$ cat src/hdl/rhh_pkg.sv
`default_nettype none
// ----------------------------------------------------------------------------
// Robin Hood hash map package
// Shared constants, codes and types for the hash map core and its units.
// ----------------------------------------------------------------------------
package rhh_pkg;

    localparam int unsigned HASH_W      = 32;
    localparam int unsigned COUNT_W     = 10;
    localparam int unsigned IN_TDATA_W  = 104;
    localparam int unsigned OUT_TDATA_W = 48;

    localparam logic [HASH_W-1:0] HASH_LOW = 32'h7FFF_FFFF;
    localparam logic [HASH_W-1:0] TOMB_BIT = 32'h8000_0000;

    localparam logic [COUNT_W-1:0] MAX_ENTRIES_RST = 10'd921;

    localparam logic [1:0] CMD_GET = 2'd0;
    localparam logic [1:0] CMD_SET = 2'd1;
    localparam logic [1:0] CMD_DEL = 2'd2;

    localparam logic [1:0] STATUS_OK   = 2'd0;
    localparam logic [1:0] STATUS_MISS = 2'd1;
    localparam logic [1:0] STATUS_FULL = 2'd2;

    typedef enum logic [2:0] {
        ST_CLEAR,
        ST_IDLE,
        ST_HOME,
        ST_FIND_RD,
        ST_FIND_CHK,
        ST_INS_RD,
        ST_INS_CHK,
        ST_DONE
    } rhh_state_t;

    // Outcome of comparing the probing entry against one resident slot.
    typedef struct packed {
        logic empty;   // slot never used
        logic tomb;    // slot holds a deleted entry
        logic match;   // same hash and key as the probing entry
        logic poorer;  // resident sits closer to its home than the prober
    } probe_flags_t;

endpackage

`default_nettype wire

$ cat src/hdl/rhh_probe_unit.sv
`default_nettype none
// ----------------------------------------------------------------------------
// Probe unit
// Shared compare and distance logic used at every probe step of lookups and
// inserts: slot state, key match, resident distance and the next position.
// ----------------------------------------------------------------------------
module rhh_probe_unit #(
    parameter int unsigned SLOTS = 1024,
    parameter int unsigned IW    = 10,
    parameter int unsigned SW    = 11,
    parameter int unsigned KW    = 32
) (
    input  wire logic [IW-1:0]          pos,
    input  wire logic [SW-1:0]          probe_dist,
    input  wire logic [31:0]            ent_hash,
    input  wire logic [IW-1:0]          ent_home,
    input  wire logic [KW-1:0]          ent_key,
    input  wire logic [31:0]            cmp_hash,
    input  wire logic [KW-1:0]          cmp_key,
    output rhh_pkg::probe_flags_t       flags,
    output logic [IW-1:0]               res_dist,
    output logic [IW-1:0]               pos_next
);

    logic [IW:0] wrap_pos;

    always_comb
    begin
        // Distance of the resident from its home, modulo the table size.
        if (pos >= ent_home)
        begin
            wrap_pos = {1'b0, pos};
        end
        else
        begin
            wrap_pos = {1'b0, pos} + (IW+1)'(SLOTS);
        end
        res_dist = IW'(wrap_pos - {1'b0, ent_home});

        if (32'(pos) + 32'd1 == 32'(SLOTS))
        begin
            pos_next = '0;
        end
        else
        begin
            pos_next = pos + IW'(1);
        end

        flags.empty  = (ent_hash == '0);
        flags.tomb   = ((ent_hash & rhh_pkg::TOMB_BIT) != '0);
        flags.match  = (ent_hash == cmp_hash) && (ent_key == cmp_key);
        flags.poorer = (32'(res_dist) < 32'(probe_dist));
    end

endmodule

`default_nettype wire

$ cat config.mk
export PLATFORM = sky130hd
export DESIGN_NAME = rhh_probe_unit
export DESIGN_NICKNAME = d
export VERILOG_FILES = /design/src/hdl/rhh_pkg.sv /design/src/hdl/rhh_probe_unit.sv
export SDC_FILE = /design/constraint.sdc
export NUM_CORES = 1
export LEC_CHECK = 0
export BUFFER_PORTS_ARGS = -buffer_cell sky130_fd_sc_hd__buf_2
export CAP_MARGIN = 20
export CORE_AREA = 2 2 71 73
export DETAILED_ROUTE_END_ITERATION = 10
export DIE_AREA = 0 0 73 75
export GPL_TIMING_DRIVEN = 1
export PLACE_DENSITY = 0.84
export SETUP_SLACK_MARGIN = 0.5
export SLEW_MARGIN = 40
export SYNTH_ARGS = -nofsm -noshare
export SYNTH_HDL_FRONTEND = slang
export SYNTH_SLANG_ARGS = --single-unit
export TNS_END_PERCENT = 50
$ cat constraint.sdc
create_clock -name vclk -period 3.6
set_clock_uncertainty 0.2 [all_clocks]
set_input_delay 0.36 -clock vclk [all_inputs]
set_output_delay 0.36 -clock vclk [all_outputs]
set_load 0.005 [all_outputs]
### After elaboration in Yosys (flattened, before gate mapping)

Cells that the tools add are included.

| storage, ports and cells | value |
|---|---|
| register bits | 0 |
| bits of input ports | 159 |
| output and inout bits | 24 |

| cells by class | value |
|---|---|
| add/subtract/negate cells | 4 |
| order comparisons | 2 |
| equality and inequality tests | 3 |
| muxes and demuxes | 2 |
| reduce and logical (&&, ||, !) cells | 2 |

Operators by type and width:

| kind | count |
|---|---|
| $eq 32x32->1 | 2 |
| $logic_not 32->1 | 1 |
| $add 10x1->10 const B | 2 |
| $mux 10 | 2 |
| $add 10x1->11 const B | 1 |
| $eq 11x11->1 const B | 1 |
| $lt 10x11->1 | 1 |
| $ge 10x10->1 | 1 |
| $sub 10x10->10 | 1 |
| $logic_and 1x1->1 | 1 |

### Logic depth before layout (Yosys ltp)

| logic depth | value |
|---|---|
| depth after elaboration | 4 |
| depth in mapped cells | 14 |

### Least setup slack after synthesis

Ideal clock, no wire load.

| timing path | value |
|---|---|
| kind | input -> output |
| start | in pos[0] |
| end | out flags[0] (netlist name) |
| data arrival time | 2652 ps |
| path slack | 388 ps |
| stages | 14 |
| buffers on the path | 0 |
| cells stage by stage | inv_1 > ha_1 > inv_1 > fa_1 > a21o_1 > a211oi_2 > nor2_1 > nor2_1 > xnor2_1 > ha_1 > and3_1 > a221oi_1 > a21o_1 > a21o_1 |

RTL lines:

| item | line | text |
|---|---|---|
| from (decl) | rhh_probe_unit.sv:13 | `input wire logic [IW-1:0] pos,` |
| to (decl) | rhh_probe_unit.sv:20 | `output rhh_pkg::probe_flags_t flags,` |

==> impl_metrics.ini <==
[run_status]
outcome = finished, final reports clean

[synthesis]
ys_warn_count = 0
netlist_instances = 207
yosysTopAreaCell = xor2_1
synthesis.nets = 386
synth_top_area_share = 0.370
netlist_area_sq_um = 1580
syn_area_per_cell_sq_um = 7.65
synthTopCellsByArea = xor2_1 37%, ha_1 15%, nor4_1 10%
yosysMostFrequentCell = xor2_1
seq_area_frac_synth = 0
synth_common_cells = 67 x xor2_1, 26 x nor4_1, 21 x inv_1
synth_cell_type_count = 30

[floorplan]
start_util = 0.340
rows = 25
die_area_sq_um = 5480
coreArea_sq_um = 4660
die_w_microns = 73
die_h_microns = 75
pin_count = 183

[global_route]
antenna_found_initial = 2
grtUsageTotal = 0.218
overflow = 0
grt_start_max_net_pins = 8
grt_pass1_vias = 2202
grt_pass1_wl_mm = 9.51

[finish]
fin_area_sq_um = 2640
nFlopsAndLatches = 0
drive_gt1_frac = 0.511
clkbuf_count = 0
syn_to_final_growth_pct = 66.4
seqCellArea_sq_um = 0
fin_nets = 574
fill_cells = 447

[setup_path]
worstPathRequired_ns = 3.04
crit_path_start_kind = input port
worstSetupPathType = in -> out
cp_max_fo = 7
cp.arrival_ns = 2.79
endpoint_kind = primary output

[timing]
report.final.slew_viol_count = 0
final.period_utilization = 0.929
fmax_ghz = 0.299
slew_headroom = 0.762
finalCriticalPeriod_ns = 3.35
setup_ws_ns = 0.255
tightest_slew_ns = 0.353
rsz0062_at_grt = true
fin_setup_tns_ns = 0
setup_violations = 0
hold_viol_final = 0

[route]
dr_wl_met2_mm = 3.47
drt_iter0_markers = 62
m1WireLength_mm = 2.33
wirelength_mm = 6.41
drt_pass1_iterations = 4
vias = 2208
ant_nets = 0
wl_met3_microns = 524
drc = 0
via_per_inst = 4.93
dr.max_layer_used = met5
wl_per_cell_microns = 14.3

[pwr]
switchingPower_w = 0.000180
clkPwrFrac = 0
p_int_w = 0.000203
combPwrFrac = 1.000
irDropWorstVdd_v = 0.0000614
leakage_nw = 1.47
powerDensity_nw_per_um2 = 145
switching_share = 0.471
p_total_w = 0.000383
pwr-share-seq = 0

[place]
port_buffers = 183
place_ws_ns = 0.146
place_area_sq_um = 2590
dp_hpwl_mm = 6.00
gp_congestion = 0.886

[job]
drv_cap = 0

[clock_tree]
holdBufCountCts = 0

[hold_path]
min_path_type = in -> out
logic make-up after synthesis:
group                      Yosys count  share of synthesized area
adders and majority gates           20                      0.163
buffers and inverters               22                     0.0545
and+or+nand+nor                     62                      0.223
AOI/OAI and AO/OA                   24                      0.123
xor gates and xnor gates            79                      0.437
metal layers:
layer  global-route usage  vias up
li1                     -     1120
met5                    0        -
met1                0.226      970
met2                0.458      108
met3               0.0455        8
met4               0.0206        2
path summary, 6_finish.rpt:
| kind | from | end | slack [ns] | cells past startpoint |
|---|---|---|---|---|
| worst max-delay path | pos[1] | flags[0] | 0.25 | 12 |
| worst min-delay path | ent_hash[31] | flags[2] | 0.74 | 2 |
worst max-delay path, stage by stage:
cell and delay [ns]:
buf_2 0.15, ha_1 0.29, nor2b_1 0.14, o2111a_1 0.26, o31a_1 0.32, nor2_2 0.16, ha_1 0.27, a21o_1 0.20
a221oi_2 0.27, a21o_1 0.14, a21o_1 0.10, buf_2 0.10
through the flow:
step	utilization	instances	hold WS, ns
2_1_floorplan	-	207	0.547
3_3_place_gp	0.555	443	0.730
3_5_place_dp	0.555	443	0.735
4_1_cts	0.562	446	0.733
5_1_grt	0.565	448	0.748
6_report	0.565	448	0.736
power groups by stage:
stage	registers (W)	clock network, W	logic, W
final	0	0.0000000000371	0.000383
after global routing	0	0.0000000000372	0.000424
after CTS	0	0	0.000377
after detailed placement	0	0	0.000365
after global placement	0	0	0.000352
after floorplan	0	0	0.000186
cells in the final DEF, fill, tap and decap left out, types with 4 or more instances in the layout:
master     n
nand3_1   10
a21o_1     5
xor2_1    67
ha_1      18
buf_2    182
and3_1     4
buf_4      4
nor4_1    26
inv_1     19
nand4_1    6
xnor2_1   12
layout make-up:
type | instances | area (sq um) | area share
Antenna cell | 1 | 2.50 | 0.000950
Timing Repair Buffer | 187 | 952 | 0.361
Tap cell | 54 | 67.6 | 0.0256
Inverter | 21 | 81.3 | 0.0309
Multi-Input combinational cell | 185 | 1530 | 0.581
timing repair:
action,in CTS,in global routing
buffers inserted,3,1
endpoints found under the hold margin,0,0
endpoints found under the setup margin,1,1
pin swaps,9,5
resized for setup,3,2
Note: power is estimated with default switching activity, not from simulation.
