==> src/hdl/rhh_home_unit.sv <==
`default_nettype none
// ----------------------------------------------------------------------------
// Home slot unit
// Computes hash mod SLOTS with a reciprocal multiply, a back multiply and one
// correction step through h_reg, prod_reg, qs_reg and home_reg; done marks home.
// ----------------------------------------------------------------------------
module rhh_home_unit #(
    parameter int unsigned SLOTS = 1024,
    parameter int unsigned IW    = 10
) (
    input  wire logic        clk,
    input  wire logic        rst_n,
    input  wire logic        start,
    input  wire logic [30:0] hash_in,
    output logic             done,
    output logic [IW-1:0]    home
);

    // floor(2^31 / SLOTS); the estimated quotient is low by at most one.
    localparam logic [31:0] RECIP = 32'((64'd1 << 31) / 64'(SLOTS));

    logic [3:0]  vld_reg;
    logic [30:0] h_reg;
    logic [62:0] prod_reg;
    logic [31:0] qs_reg;
    logic [IW-1:0] home_reg;
    logic [31:0] rem;
    logic [31:0] rem_fix;

    always_comb
    begin
        rem     = {1'b0, h_reg} - qs_reg;
        rem_fix = (rem >= 32'(SLOTS)) ? (rem - 32'(SLOTS)) : rem;
    end

    always_ff @(posedge clk or negedge rst_n)
    begin
        if (!rst_n)
        begin
            vld_reg <= '0;
        end
        else
        begin
            vld_reg <= {vld_reg[2:0], start};
        end
    end

    always_ff @(posedge clk)
    begin
        if (start)
        begin
            h_reg <= hash_in;
        end
        prod_reg <= 63'(h_reg) * 63'(RECIP);
        qs_reg   <= 32'(prod_reg[62:31] * 32'(SLOTS));
        home_reg <= rem_fix[IW-1:0];
    end

    assign done = vld_reg[3];
    assign home = home_reg;

endmodule

`default_nettype wire

==> config.mk <==
export PLATFORM = sky130hd
export DESIGN_NAME = rhh_home_unit
export DESIGN_NICKNAME = d
export VERILOG_FILES = /design/src/hdl/rhh_home_unit.sv
export SDC_FILE = /design/constraint.sdc
export NUM_CORES = 1
export LEC_CHECK = 0
export BUFFER_PORTS_ARGS = -buffer_cell sky130_fd_sc_hd__buf_4
export CAP_MARGIN = 20
export CORE_AREA = 10 10 54 56
export CTS_CLUSTER_DIAMETER = 50
export CTS_CLUSTER_SIZE = 14
export DETAILED_ROUTE_END_ITERATION = 10
export DIE_AREA = 0 0 64 66
export GPL_ROUTABILITY_DRIVEN = 1
export GPL_TIMING_DRIVEN = 0
export PLACE_DENSITY = 0.78
export SLEW_MARGIN = 20
export SYNTH_ARGS = -nofsm -noshare
export SYNTH_HDL_FRONTEND = slang
export SYNTH_SLANG_ARGS = --single-unit
==> constraint.sdc <==
create_clock -name clk -period 0.8 [get_ports clk]
set_clock_uncertainty 0.2 [all_clocks]
set_input_delay 0.16 -clock clk [delete_from_list [all_inputs] [get_ports clk]]
set_output_delay 0.16 -clock clk [all_outputs]
set_load 0.01 [all_outputs]
Word level (Yosys, flattened, before mapping)
Index checks and enable logic that the tools add are counted.

Add/sub/neg operators: 2. Order comparisons: 1. Multiplexer cells: 1.

Operator list (number): $ge 32x11->1 const B (1); $sub 31x31->32 (1); $mux 10 (1); $sub 10x1->10 const B (1).

Register bits: 97. Output and inout port bits: 11.

Logic depth before layout (Yosys ltp)
Gate-level depths: netlist (run 1).

Depth in word-level cells: 3. Depth in mapped cells: 0. Depth with buffers taken out: 0.

Worst setup path before layout (run 1)
Ideal clock, no wire load.

Path type: reg2out. Start: reg vld_reg[3]. End: out done. Data arrival time: 0.376 ns. Data required time: 0.440 ns. Slack: 0.064 ns. Stages on the path, launching flop included: 1. Cells stage by stage: dfrtp_1.

RTL lines: from (decl) (line 22) `logic [3:0] vld_reg;`; from (signal assigned) (line 44) `vld_reg <= {vld_reg[2:0], start};`; to (decl) (line 15) `output logic done,`.

No word-level cell between the ends.

Worst setup path after layout (run 1)
Start: reg vld_reg[3]. End: out done.

No word-level cell between the ends.

==> results of run 1 <==
[cell usage in the layout (no fill, tap or decap)]
cell type,netlist,routed
buf_6,0,11
buf_4,0,12
dfrtp_1,4,4
edfxtp_1,10,10
clkbuf_1,0,1
clkbuf_4,0,3
dfxtp_2,0,10
dlygate4sd3_1,0,1
[power by group through the flow]
stage                     logic, mW  clock network (mW)  registers, mW
after CTS                     0.178               0.513           1.41
after global routing          0.186               0.587           1.42
after floorplan                   0                   0           1.44
after detailed placement      0.149                   0           1.42
final                         0.175               0.492           1.41
after global placement        0.144                   0           1.42
[kinds of logic (layout without fill, tap and decap cells)]
group	count (synthesis)	after routing	synth area share [%]
DFF	24	24	100
buffers and inverters	0	28	0
[Yosys cell counts (all sizes together)]
master,n
dfrtp,4
dfxtp,10
edfxtp,10
[stage by stage]
stage / instance area, sq um / utilization [%] / cells / hold slack, ns / setup TNS (ns)
after floorplan: 601 / - / 24 / -0.336 / 0
after global placement: 807 / 42.4 / 74 / -0.246 / -0.294
after detailed placement: 807 / 42.4 / 74 / -0.240 / -0.365
after CTS: 891 / 46.8 / 79 / -0.181 / -3.43
after global routing: 897 / 47.2 / 79 / -0.202 / -3.87
final: 897 / 47.2 / 79 / -0.171 / -3.30
[what timing repair did]
item / in CTS / in global routing
buffers inserted: 0 / 0
gates resized for setup: 16 / 5
cloned: 0 / 0
hold endpoints to repair: 25 / 25
setup endpoints to repair: 11 / 11
[worst max-delay path by stage]
stage	end	cells after the start
floorplan	done	0
global placement	done	1
detailed placement	done	1
CTS	done	1
global route	done	1
finish	done	1
[layer usage]
layer  GRT usage, %  share of wire (%)  vias to the layer above
met1           4.35                 31                      133
li1               -                  -                      139
met4           5.74                4.2                        0
met2           8.46                 56                       13
met3           2.03                8.0                        4
met5              0                  0                        -
[cell type report]
cell class,count,area share (%)
flip-flops and latches,24,68.3
clock buffers,4,2.93
repair buffers,24,25.0
well taps,27,3.77
==> results.cfg, run 1 <==
[die]
die_area_sq_um = 4220
io_pins = 45
initial_core_util_pct = 31.6
core_sq_um = 1900
fp.dieH_um = 66
placementRows = 16
die_w_um = 64

[setup_path]
critPathBufInv = 1
cp.arrival_ns = 0.81
critPathMaxFanout = 1
reg2reg_depth = 0
cpLargestDelayFamily = flip-flops
reg2reg_from = vld_reg[1]
cp-end-kind = primary output
critPathSlowestCell = dfrtp_1
worstPathCellList = buf_6
reg2reg_slack_ns = 0.10
slowest_delay_ns = 0.39
critPathRequiredTime_ns = 0.44
crit_type = flip-flop to primary output
reg2reg_to = vld_reg[2]
critPathLaunch = vld_reg[3]
start_kind = flip-flop

[run_status]
outcome = finished with violations
violations = hold timing, setup timing

[logic_synthesis]
syn_inst = 24
yosysUniqueCellTypes = 3
synth_area_sq_um = 601
yosysSeqAreaShare_pct = 100
synth_seq_cells = 24
yosysWarnings = 0
synth_top_cell_area_share_pct = 50.0
synth_nets = 58
synth_area_leaders = edfxtp_1, dfxtp_1, dfrtp_1
synth_top_area_cell = edfxtp_1
syn_area_per_cell_sq_um = 25.0

[sta]
slew_violations = 0
slew_headroom_pct = 90.7
fmax_mhz = 857
grt_setup_unrepaired = true
timing.hold.ws_ns = -0.171
final_hold_viol_count = 25
fin_crit_sh_pct = 146
worstMarginPinSlew_ns = 0.140
layout_setup_ws_ns = -0.367
setup_viol = 11
period_minus_slack_ns = 1.17

[clock_tree]
cts-root-buf = clkbuf_4
clockBufferDepth = 2
clkTransAtPathRegs_ns = 0.11
cts.sinks = 24
cts_tree = built
holdBufCountCts = 1
cts_buffers = 3
clk_latency_ns = 0.30
cts-htree-levels = 1

[global_routing]
grt_pass1_vias = 339
grt_pass1_wl_um = 1570
grt_max_degree = 14
grt_use_total_pct = 5.08
grt_overflow = 0
antenna_found_initial = 0

[min_path]
min_to = h_reg[4]
min_delay_path_depth = 1
hp-class = input port to flip-flop
worstHoldStart = hash_in[4]

[routing]
wl_per_cell_um = 12.6
routed_wl_um = 994
drc = 0
viasPerCell = 3.66
first_pass_iters = 3
num_vias = 289
drtIter0Drc = 6
ant_nets = 0

[cells_and_area]
comb.multi_input.count = 0
drive_gt1_share_pct = 69.2
nNetsFinal = 87
diodes = 0
area_growth_pct = 49.4
num-fill-cells = 173
multi_input_area_sq_um = 0
seqCellArea_sq_um = 613

[pwr]
powerDensity_nw_per_um2 = 2310
intPower_mw = 1.69
combPwrFrac_pct = 8.4
peakVddDrop_mv = 0.795
p_leak_nw = 0.372
finalPower_mw = 2.07
p_switching_mw = 0.386
clockPowerShare_pct = 23.7
p_seq_share_pct = 67.9
switching_share_pct = 18.6

[place]
place.gp.congestion = 0.597
place_ws_ns = -0.0410
port-buffer-count = 23

[run]
drv_cap = 0
Power figures use the tool's default switching activity.
==> run 2, diff against run 1 <==
==> constraint.sdc (replaced) <==
create_clock -name clk -period 0.8 [get_ports clk]
set_clock_uncertainty 0.2 [all_clocks]
set_input_delay 0.04 -clock clk [delete_from_list [all_inputs] [get_ports clk]]
set_output_delay 0.04 -clock clk [all_outputs]
set_load 0.01 [all_outputs]
==> run 2 against run 1 <==
Net effect: the run still ends with hold timing, setup timing left; final area rose by 4.5%; non-clock buffer count rose by 4; via count rose by 5.5%; cell count rose by 5.1%; clock power barely moved.
==> results.cfg, run 2 (synthesized netlist as in run 1, its figures left out) <==
[die]
die_w_um = 64
initial_core_util_pct = 31.6
core_sq_um = 1900
io_pins = 45
placementRows = 16
fp.dieH_um = 66
die_area_sq_um = 4220

[run_status]
violations = hold timing, setup timing
outcome = finished with violations

[global_routing]
grt_overflow = 0
grt_pass1_vias = 339
antenna_found_initial = 0
grt_use_total_pct = 5.08
grt_pass1_wl_um = 1570
grt_max_degree = 14

[clock_tree]
cts-root-buf = clkbuf_4
clk_latency_ns = 0.30
cts_tree = built
clockBufferDepth = 2
cts.sinks = 24
cts-htree-levels = 1
post_cts_buffers = 0
clkTransAtPathRegs_ns = 0.11
cts_buffers = 3

[sta]
slew_violations = 0
layout_setup_ws_ns = -0.248
worstMarginPinSlew_ns = 0.142
slew_headroom_pct = 90.5
fmax_mhz = 954
grt_setup_unrepaired = true
setup_viol = 15
fin_crit_sh_pct = 131
timing.hold.ws_ns = -0.289
period_minus_slack_ns = 1.05
final_hold_viol_count = 21

[place]
post_dp_cell_area_sq_um = 807
placedCellCount = 74
place.gp.congestion = 0.597
port-buffer-count = 23

[setup_path]
cp.arrival_ns = 0.81
crit_type = flip-flop to primary output
critPathSlowestCell = dfrtp_1
critPathRequiredTime_ns = 0.56
cp-end-kind = primary output
critPathMaxFanout = 1
critPathBufInv = 1
cpLargestDelayFamily = flip-flops
start_kind = flip-flop
slowest_delay_ns = 0.39
worstPathCellList = buf_6

[min_path]
hp-class = input port to flip-flop

[cells_and_area]
layout_commonest_cell = buf_4
mostFrequentLayoutCells = buf_4, buf_6, edfxtp_1, dfxtp_2, dlygate4sd3_1
comb.multi_input.count = 0
nNetsFinal = 91
fin_area_sq_um = 937
finalNonFillerCells = 83
final_util_pct = 49.3
drive_gt1_share_pct = 64.3
multi_input_area_sq_um = 0
area_growth_pct = 56.0
diodes = 0

[routing]
routed_wl_um = 1060
ant_nets = 0
num_vias = 305
drc = 0
first_pass_iters = 3
wl_per_cell_um = 12.7
drtIter0Drc = 6
viasPerCell = 3.67

[run]
drv_cap = 0

[pwr]
p_leak_nw = 0.389
powerDensity_nw_per_um2 = 2230
peakVddDrop_mv = 0.798
finalPower_mw = 2.09
==> run 2: cell types whose count changed in the layout (fill, tap and decap cells not counted), sizes merged <==
cell / change
dlygate4sd3: +4
==> run 2: area by class of cell <==
class                 instances  area (sq um)
Timing Repair Buffer         28           264
Sequential cell              24           613
Clock buffer                  4          26.3
Fill cell                   169           965
Tap cell                     27          33.8
==> run 2: metrics by stage <==
| stage | setup WS (ns) | setup TNS (ns) |
|---|---|---|
| after floorplan | 0.150 | 0 |
| after global placement | 0.0866 | 0 |
| after detailed placement | 0.0790 | 0 |
| after CTS | -0.261 | -2.11 |
| after global routing | -0.307 | -2.59 |
| final | -0.248 | -2.14 |
==> run 2: metal layers <==
| layer | vias up | share of wire [%] | GRT usage, % |
|---|---|---|---|
| li1 | 147 | - | - |
| met2 | 13 | 56 | 8.46 |
| met5 | - | 0 | 0 |
| met1 | 141 | 32 | 4.35 |
| met3 | 4 | 7.6 | 2.03 |
| met4 | 0 | 4.0 | 5.74 |
==> run 2: path summary, 6_finish.rpt <==
kind | startpoint | end | slack [ns] | depth (start not counted)
setup / recovery | vld_reg[3] | done | -0.25 | 1
min in group asynchronous | rst_n | vld_reg[1] | -0.15 | 2
setup reg to reg | vld_reg[1] | vld_reg[2] | 0.09 | 0
max in group asynchronous | rst_n | vld_reg[2] | 0.44 | 2
hold / removal | hash_in[8] | h_reg[8] | -0.29 | 1
hold reg to reg | h_reg[0] | home[0] | 0.15 | 0
==> run 2: where the power goes <==
group | leakage, nW | internal, mW | total (mW) | switching (mW)
registers | 0.229 | 1.38 | 1.41 | 0.0283
logic | 0.145 | 0.128 | 0.191 | 0.0632
clock network | 0.0150 | 0.194 | 0.494 | 0.300
total | 0.389 | 1.70 | 2.09 | 0.391
==> run 2: timing repair <==
| action | 4_1_cts | 5_1_grt |
|---|---|---|
| endpoints found under the setup margin | 11 | 11 |
| gates resized for setup | 16 | 5 |
| hold buffers | 1 | 4 |
| hold endpoints to repair | 25 | 25 |
==> run 3, diff against run 2 <==
--- a/config.mk
+++ b/config.mk
@@ -7,14 +7,14 @@
 export LEC_CHECK = 0
 export BUFFER_PORTS_ARGS = -buffer_cell sky130_fd_sc_hd__buf_4
 export CAP_MARGIN = 20
-export CORE_AREA = 10 10 54 56
+export CORE_AREA = 10 10 52 54
 export CTS_CLUSTER_DIAMETER = 50
 export CTS_CLUSTER_SIZE = 14
 export DETAILED_ROUTE_END_ITERATION = 10
-export DIE_AREA = 0 0 64 66
+export DIE_AREA = 0 0 62 64
 export GPL_ROUTABILITY_DRIVEN = 1
 export GPL_TIMING_DRIVEN = 0
-export PLACE_DENSITY = 0.78
+export PLACE_DENSITY = 0.81
 export SLEW_MARGIN = 20
 export SYNTH_ARGS = -nofsm -noshare
 export SYNTH_HDL_FRONTEND = slang
==> constraint.sdc (replaced) <==
create_clock -name clk -period 1 [get_ports clk]
set_clock_uncertainty 0.2 [all_clocks]
set_input_delay 0.05 -clock clk [delete_from_list [all_inputs] [get_ports clk]]
set_output_delay 0.05 -clock clk [all_outputs]
set_load 0.01 [all_outputs]
==> run 3 against run 2 <==
Net effect: the flow finishes with violations (setup timing); routed wire length down 6.6%; setup slack better by 0.20 ns; clock power down 21%; sequential share of layout area down 5.0 points; register-to-register slack better by 0.21 ns; sequential power down 20%; cell count up 7.2%.
==> results.cfg, run 3 (synthesized netlist as in run 1, its figures left out) <==
[run]
drv_cap = 0

[clock_tree]
clk_latency_ns = 0.29
clkTransAtPathRegs_ns = 0.11
clockBufferDepth = 2
cts.sinks = 24
post_cts_buffers = 0
cts-root-buf = clkbuf_4
cts-htree-levels = 1
cts_tree = built
cts_buffers = 3

[setup_path]
critPathMaxFanout = 1
cpLargestDelayFamily = flip-flops
start_kind = flip-flop
critPathBufInv = 1
crit_type = flip-flop to primary output
slowest_delay_ns = 0.39
cp.arrival_ns = 0.80
cp-end-kind = primary output
critPathRequiredTime_ns = 0.75
worstPathCellList = buf_6
critPathSlowestCell = dfrtp_1

[cells_and_area]
multi_input_area_sq_um = 0
mostFrequentLayoutCells = dlygate4sd3_1, buf_4, buf_6, edfxtp_1, dfxtp_2
diodes = 0
area_growth_pct = 69.0
finalNonFillerCells = 89
layout_commonest_cell = dlygate4sd3_1
fin_area_sq_um = 1010
nNetsFinal = 99
comb.multi_input.count = 0
drive_gt1_share_pct = 56.3

[place]
port-buffer-count = 23
post_dp_cell_area_sq_um = 805
placedCellCount = 72
place.gp.congestion = 0.616

[run_status]
violations = setup timing
outcome = finished with violations

[pwr]
powerDensity_nw_per_um2 = 1670
peakVddDrop_mv = 0.759
p_leak_nw = 0.422

[sta]
layout_setup_ws_ns = -0.0501
fin_crit_sh_pct = 105
timing.hold.ws_ns = 0.154
grt_setup_unrepaired = true
period_minus_slack_ns = 1.05
finalSetupTns_ns = -0.0501
setup_viol = 1
slew_headroom_pct = 90.9
final_hold_viol_count = 0
slew_violations = 0
worstMarginPinSlew_ns = 0.137
fmax_mhz = 952

[routing]
wl_per_cell_um = 11.1
ant_nets = 0
routed_wl_um = 986
num_vias = 321
first_pass_iters = 4
drtIter0Drc = 2
viasPerCell = 3.61
drc = 0

[global_routing]
grt_max_degree = 14
grt_use_total_pct = 5.76
antenna_found_initial = 0
grt_pass1_vias = 389
grt_pass1_wl_um = 1680
grt_overflow = 0

[die]
placementRows = 15
core_sq_um = 1710
die_area_sq_um = 3970
initial_core_util_pct = 35.2
fp.dieH_um = 64
die_w_um = 62
io_pins = 45

[min_path]
hp-class = flip-flop to flip-flop
## run 3: changes by cell type in the layout (fill, tap and decap cells not counted)
cell and change:
dlygate4sd3_1 +8
## run 3: power by group
| group | switching, mW | leakage (nW) | total (mW) | internal [mW] |
|---|---|---|---|---|
| Combinational | 0.0538 | 0.179 | 0.176 | 0.122 |
| Sequential | 0.0225 | 0.229 | 1.13 | 1.10 |
| Clock | 0.234 | 0.0150 | 0.388 | 0.155 |
## run 3: cell type report
class                 count  area [sq um]
clock buffer              4          26.3
fill                    124           693
sequential               24           613
tap                      25          31.3
timing repair buffer     36           344
## run 3: stage by stage
stage          utilization [%]  power [mW]  worst slack (ns)
4_1_cts                   57.5        1.70           -0.0730
5_1_grt                   59.4        1.78            -0.102
6_report                  59.4        1.69           -0.0501
2_1_floorplan                -        1.15             0.350
3_3_place_gp              47.1        1.25             0.278
3_5_place_dp              47.1        1.25             0.274
## run 3: layer usage
metal | vias up | GRT usage [%] | routed length [um]
li1 | 162 | - | -
met1 | 144 | 5.85 | 390
met2 | 15 | 8.72 | 491
met3 | 0 | 4.15 | 105
met4 | 0 | 2.51 | 0
met5 | - | 0 | 0
## run 3: what timing repair did
item                       4_1_cts  5_1_grt
setup endpoints to repair        5       15
gates cloned                     0        0
hold endpoints to repair        25        4
hold buffers                    13        1
resized for setup                7       14
## run 3: final timing paths
check                            from          to  slack [ns]  cells after the start
setup / recovery           vld_reg[3]        done       -0.05                      1
hold / removal               h_reg[4]     home[4]        0.15                      0
setup reg to reg             h_reg[3]     home[3]        0.30                      0
hold reg to reg              h_reg[4]     home[4]        0.15                      0
max in group asynchronous       rst_n  vld_reg[0]        0.09                      3
min in group asynchronous       rst_n  vld_reg[3]        0.42                      3
